[src/design/tlpi_pkg.sv]
// Shared types, constants and helpers for the thin-lens point imager.
// Depends on nothing; every other design file uses it by scoped name.
`default_nettype none
package tlpi_pkg;

  // Coordinate format: signed two's complement, CW bits, FRAC_BITS fraction bits
  localparam int CW         = 32;
  localparam int FRAC_BITS  = 16;
  localparam int FIFO_DEPTH = 4;
  localparam int SW         = CW + 4;  // exact width for final sums

  // Register indexes on the configuration port
  localparam logic [2:0] CFG_LENS_X = 3'd0;
  localparam logic [2:0] CFG_LENS_Y = 3'd1;
  localparam logic [2:0] CFG_LENS_Z = 3'd2;
  localparam logic [2:0] CFG_FOCAL  = 3'd3;
  localparam logic [2:0] CFG_WINDOW = 3'd4;
  localparam logic [2:0] CFG_CDEPTH = 3'd5;
  localparam logic [2:0] CFG_MODE   = 3'd6;

  typedef struct packed {
    logic signed [CW-1:0] point_x;
    logic signed [CW-1:0] point_y;
    logic signed [CW-1:0] point_z;
  } in_t;

  typedef struct packed {
    logic signed [CW-1:0] image_x;
    logic signed [CW-1:0] image_y;
    logic signed [CW-1:0] image_z;
    logic signed [CW-1:0] mirrored_z;
    logic                 too_close;
    logic                 overflow;
  } out_t;

  typedef struct packed {
    logic signed [CW-1:0] lens_x;
    logic signed [CW-1:0] lens_y;
    logic signed [CW-1:0] lens_z;
    logic [CW-2:0]        focal;
    logic [CW-2:0]        window;
    logic signed [CW-1:0] cdepth;
    logic                 mode;
  } cfg_t;

  // Classified request handed from front to back; diff lanes are x, y, z
  typedef struct packed {
    logic [2:0][CW:0] diff;   // point - lens, signed CW+1 bits
    logic [CW:0]      den;    // d - f, valid when not close
    logic             close;
  } item_t;

  // One divider lane
  typedef struct packed {
    logic [CW+1:0] rem;
    logic [CW:0]   low;
    logic [CW:0]   quo;
    logic          ovf;
    logic          neg;
  } lane_t;

  typedef struct packed {
    logic          close;
    logic [CW:0]   den;
    lane_t [2:0]   lane;
  } stage_t;

  localparam logic signed [SW-1:0] CMAX_EXT = $signed({{(SW-CW+1){1'b0}}, {(CW-1){1'b1}}});
  localparam logic signed [SW-1:0] CMIN_EXT = ~CMAX_EXT;

  // Saturate to the coordinate range; returns {saturated, value}
  function automatic logic [CW:0] sat_c(logic signed [SW-1:0] v);
    logic [CW:0] res;
    if (v > CMAX_EXT) begin
      res = {1'b1, CMAX_EXT[CW-1:0]};
    end else if (v < CMIN_EXT) begin
      res = {1'b1, CMIN_EXT[CW-1:0]};
    end else begin
      res = {1'b0, v[CW-1:0]};
    end
    return res;
  endfunction

  // Check the high part of the product against the divisor
  function automatic stage_t div_check(stage_t s);
    stage_t o;
    o = s;
    for (int k = 0; k < 3; k++) begin
      o.lane[k].ovf = (s.lane[k].rem >= (CW+2)'(s.den));
    end
    return o;
  endfunction

  // One restoring division step on each lane
  function automatic stage_t div_step(stage_t s);
    stage_t        o;
    logic [CW+1:0] r2;
    o = s;
    for (int k = 0; k < 3; k++) begin
      r2 = {s.lane[k].rem[CW:0], s.lane[k].low[CW]};
      o.lane[k].low = {s.lane[k].low[CW-1:0], 1'b0};
      if (r2 >= (CW+2)'(s.den)) begin
        o.lane[k].rem = r2 - (CW+2)'(s.den);
        o.lane[k].quo = {s.lane[k].quo[CW-1:0], 1'b1};
      end else begin
        o.lane[k].rem = r2;
        o.lane[k].quo = {s.lane[k].quo[CW-1:0], 1'b0};
      end
    end
    return o;
  endfunction

endpackage
`default_nettype wire

[src/design/tlpi_fifo.sv]
// Short request queue between front and back end.
// Uses tlpi_pkg for the request type.
`default_nettype none
module tlpi_fifo #(
  parameter int DEPTH = tlpi_pkg::FIFO_DEPTH
) (
  input  wire logic            clk,
  input  wire logic            rst_n,
  input  wire logic            push,
  input  wire tlpi_pkg::item_t push_data,
  input  wire logic            pop,
  output tlpi_pkg::item_t      head,
  output logic                 full,
  output logic                 empty
);
  localparam int PW = (DEPTH > 1) ? $clog2(DEPTH) : 1;
  localparam int NW = $clog2(DEPTH + 1);

  tlpi_pkg::item_t mem [DEPTH];
  logic [PW-1:0]   wr_r, rd_r;
  logic [NW-1:0]   cnt_r;

  assign full  = (cnt_r == NW'(DEPTH));
  assign empty = (cnt_r == '0);
  assign head  = mem[rd_r];

  // Advance pointers and count
  always_ff @(posedge clk) begin
    if (!rst_n) begin
      wr_r  <= '0;
      rd_r  <= '0;
      cnt_r <= '0;
    end else begin
      if (push) begin
        wr_r <= (wr_r == PW'(DEPTH - 1)) ? '0 : wr_r + 1'b1;
      end
      if (pop) begin
        rd_r <= (rd_r == PW'(DEPTH - 1)) ? '0 : rd_r + 1'b1;
      end
      if (push && !pop) begin
        cnt_r <= cnt_r + 1'b1;
      end else if (pop && !push) begin
        cnt_r <= cnt_r - 1'b1;
      end
    end
  end

  // Store pushed requests
  always_ff @(posedge clk) begin
    if (push) begin
      mem[wr_r] <= push_data;
    end
  end

endmodule
`default_nettype wire

[config.mk]
export PLATFORM = sky130hd
export DESIGN_NAME = tlpi_fifo
export DESIGN_NICKNAME = d
export VERILOG_FILES = /design/src/design/tlpi_pkg.sv /design/src/design/tlpi_fifo.sv
export SDC_FILE = /design/constraint.sdc
export NUM_CORES = 1
export LEC_CHECK = 0
export BUFFER_PORTS_ARGS = -buffer_cell sky130_fd_sc_hd__buf_2
export CORE_AREA = 4 4 202 204
export DETAILED_ROUTE_END_ITERATION = 7
export DIE_AREA = 0 0 206 208
export PLACE_DENSITY = 0.74
export SLEW_MARGIN = 10
export SYNTH_ARGS = -nofsm -noshare
export SYNTH_HDL_FRONTEND = slang
export SYNTH_SLANG_ARGS = --single-unit
[constraint.sdc]
create_clock -name clk -period 4.1 [get_ports clk]
set_input_delay 0.82 -clock clk [delete_from_list [all_inputs] [get_ports clk]]
set_output_delay 0.82 -clock clk [all_outputs]
set_load 0.05 [all_outputs]
# Word level (Yosys, flattened, before mapping)
# Memories as Yosys holds them, arrays and structs flattened. A register that Yosys moved wholly into a read port is not among the register bits.
# Index checks and enable logic that the tools add are counted.
[totals] reg_bits=7 ram_bits=532 inputBits=137 output_inout_bits=135 wordCells=25 n_memories=1
[op_classes] n_addsub=4 n_eq_ne=3 muxes=8 reduce_logical=6
[memory_table] memory="mem" depth=4 word_bits=133 rd=1 rd_clocked_by_memory_dff=1 wr=1 line="tlpi_fifo.sv:19" rtl="tlpi_pkg::item_t mem [DEPTH];"
[op_table] cell="$mux W2" n=4
[op_table] cell="$mux W3" n=2
[op_table] cell="$add A2 B1 Y2 const B" n=2
[op_table] cell="$eq A2 B2 Y1 const B" n=2
[op_table] cell="$add A3 B1 Y3 const B" n=1
[op_table] cell="$eq A3 B3 Y1 const B" n=1
[op_table] cell="$logic_not A3 Y1" n=1
[op_table] cell="$sub A3 B1 Y3 const B" n=1
[op_table] cell="$logic_and A1 B1 Y1" n=2
[op_table] cell="$logic_not A1 Y1" n=2
[op_table] cell="$mux W1" n=2
[op_table] cell="$reduce_bool A2 Y1" n=1

# Depth between registers and ports, before layout
[logic_depth] word_depth=4 mapped_depth=7 mapped_depth_nobuf=7

# Least setup slack after synthesis
# Ideal clock, no wire load.
[synth_timing] path_kind="in2reg" start="input port push" end="memory mem[0][0] (netlist bit) (enable)" setup_ps=508 arrival_ps=3864 t_required_ps=3592 slack_ps=-272 cell_stages=1 path_buffers=0 cell_sequence="and2_1"
[synth_via] elab_chain_cells=2
[synth_lines] element="start: declaration" line="tlpi_fifo.sv:9" rtl="input wire logic push,"
[synth_lines] element="$mux W1" line="tlpi_fifo.sv:50" rtl="if (push) begin"
[synth_lines] element="$mux W1 (not written as such)" line="tlpi_fifo.sv:51" rtl="mem[wr_r] <= push_data;"
[synth_lines] element="end: declaration" line="tlpi_fifo.sv:19"
# No other way between the ends.

==> results.sh <==
export IMPL_status="completed"
export IMPL_nets=1193
export IMPL_synthCells=739
export IMPL_worstPathMaxFanout=45
export IMPL_timing_final_ws_setup_ps=804
export IMPL_grt_pass1_vias=9281
export IMPL_ir_drop_mv=0.458
export IMPL_die_area_mm2=0.0428
export IMPL_area_growth_synth_to_final_pct=18.6
export IMPL_post_cts_buffers=0
export IMPL_crit_path_end_kind="output port"
export IMPL_netlist_cell_type_count=21
export IMPL_drc=0
export IMPL_yosysSeqAreaShare_pct=82.3
export IMPL_nFillCells=2754
export IMPL_fp_row_count=73
export IMPL_htree_levels=2
export IMPL_fin_skew_ps=23.9
export IMPL_cp_start_kind="flop"
export IMPL_grt_max_degree=85
export IMPL_setup_viol=0
export IMPL_antenna_left=0
export IMPL_first_pass_iters=4
export IMPL_period_share_pct=80.4
export IMPL_tightest_slew_ps=768
export IMPL_drv_cap=0
export IMPL_clk_latency_ps=570
export IMPL_layout_drive_gt1_share_pct=45.6
export IMPL_grt_usage_pct=17.3
export IMPL_rr_startpoint="wr_r[0]"
export IMPL_critPathArrivalTime_ps=2480
export IMPL_die_x_um=206
export IMPL_hold_violations=0
export IMPL_drtIter0Drc=597
export IMPL_fmax_mhz=303
export IMPL_crit_type="reg -> out"
export IMPL_rsz0062_at_grt="false"
export IMPL_ctsResizeCount=0
export IMPL_cts_tree="yes"
export IMPL_routedWlPerCell_um=22.7
export IMPL_syn_num_nets=883
export IMPL_io_buffers=271
export IMPL_synth_area_mm2=0.0196
export IMPL_fin_tns_setup_ps=0
export IMPL_cts_buffers=52
export IMPL_max_slew_margin_rel_pct=48.8
export IMPL_vias_per_cell=5.38
export IMPL_start_util_pct=50.0
export IMPL_avgSynthCellArea_um2=26.6
export IMPL_cts_sinks=541
export IMPL_overflow=0
export IMPL_core_area_mm2=0.0393
export IMPL_place_congestion=0.709
export IMPL_clkTransAtPathRegs_ps=60
export IMPL_power_density_mw_per_mm2=533
export IMPL_holdBufCountCts=0
export IMPL_power_leakage_nw=7.78
export IMPL_dpl_worst_slack_ps=1340
export IMPL_fin_crit_ps=3300
export IMPL_clock_path_buffers=3
export IMPL_antenna_found_initial=5
export IMPL_total_power_w=0.0124
export IMPL_drt_total_wl_um=36800
export IMPL_grt_pass1_wl_um=56400
export IMPL_drv_slew=0
export IMPL_hpwlAfterDp_um=22400
export IMPL_cts_root_buf="clkbuf_16"
export IMPL_synth_seq_cells=541
export IMPL_hp_class="in -> reg"
export IMPL_ios=272
export IMPL_required_ps=3280
export IMPL_hold_start="push_data[14]"
export IMPL_via_count=8723
export IMPL_die_y_um=208
export IMPL_ys_warn_count=0
-- metal layers --
metal / track usage, % / part of all wire (%) / up-vias
li1: - / - / 3835
met1: 23.2 / 39 / 4579
met2: 27.8 / 51 / 252
met3: 5.36 / 8.1 / 51
met4: 4.86 / 1.9 / 6
met5: 0 / 0.10 / -
-- kinds of logic (layout without fill, tap and decap cells) --
family	count (synthesis)	after routing	share of synthesized area (%)
xor gates and xnor gates	2	2	0.0893
DFF	541	541	82.3
adders and majority gates	7	7	0.484
AOI/OAI and AO/OA	3	3	0.102
muxes	137	137	15.5
buffers and inverters	34	384	1.09
and+or+nand+nor	15	15	0.459
other	0	7	0
-- path summary, 6_finish.rpt --
kind | endpoint | slack (ps) | depth (start not counted)
min reg2reg | cnt_r[2] | 510 | 2
max reg2reg | mem[3][55] | 2130 | 3
min | mem[2][14] | 460 | 1
max | head[109] | 800 | 3
-- cells in the final DEF (no fill, tap or decap), types with 2 or more instances in the layout --
| master | n |
|---|---|
| and2_4 | 4 |
| buf_12 | 8 |
| buf_2 | 271 |
| buf_4 | 7 |
| bufinv_16 | 3 |
| clkbuf_1 | 9 |
| clkbuf_16 | 53 |
| clkinv_1 | 13 |
| clkinv_2 | 12 |
| clkinvlp_4 | 3 |
| dfxtp_1 | 7 |
| dfxtp_4 | 2 |
| diode_2 | 7 |
| edfxtp_1 | 532 |
| ha_1 | 6 |
| inv_1 | 4 |
| mux2i_1 | 4 |
| mux4_2 | 133 |
| nor2b_1 | 5 |
| nor3_1 | 2 |
-- synthesized netlist by cell type --
cell	count	area share [%]
clkbuf_1	6	0.11
edfxtp_1	532	81
and2_1	5	0.16
a21boi_0	1	0.038
nor2_1	1	0.019
mux4_2	133	15
or3_1	1	0.032
mux2i_1	4	0.20
dfxtp_1	9	0.92
o21ai_0	1	0.025
nor2b_1	5	0.16
buf_6	9	0.52
xnor2_1	1	0.045
o21a_1	1	0.038
fa_1	1	0.10
nor3_1	2	0.051
buf_2	15	0.38
xor2_1	1	0.045
ha_1	6	0.38
inv_1	4	0.076
nor3b_1	1	0.038
-- cell type report --
cell class	count	area, um^2	area share [%]
clock inverter	32	230	0.989
multi-input combinational	164	3270	14.0
clock buffer	62	1360	5.84
antenna	7	17.5	0.0752
timing repair buffer	286	1570	6.74
tap	525	657	2.82
sequential	541	16200	69.4
inverter	4	15.0	0.0645
-- flip-flops by register name, summed over array words and instances, names as in the netlist, named ones only --
signal	count
mem	532
cnt_r	3
rd_r	2
wr_r	2
-- critical path, cell delays in order (launching register included) --
cell and delay, ps:
dfxtp_4 650, buf_12 370, mux4_2 580, buf_2 230
-- stage by stage --
step,cells,utilization [%],hold slack (ps),area [um^2]
global placement,1520,55.2,490,21700
finish,1621,59.3,456,23300
global route,1614,59.2,427,23300
CTS,1614,59.2,413,23300
floorplan,739,-,472,19600
detailed placement,1520,55.2,500,21700
-- report_power, final --
group          internal, W  total (W)  switching (W)
logic             0.000456    0.00155        0.00109
registers          0.00634    0.00642      0.0000762
clock network      0.00255    0.00444        0.00190
total              0.00934     0.0124        0.00306
Note: power is estimated with default switching activity, not from simulation.
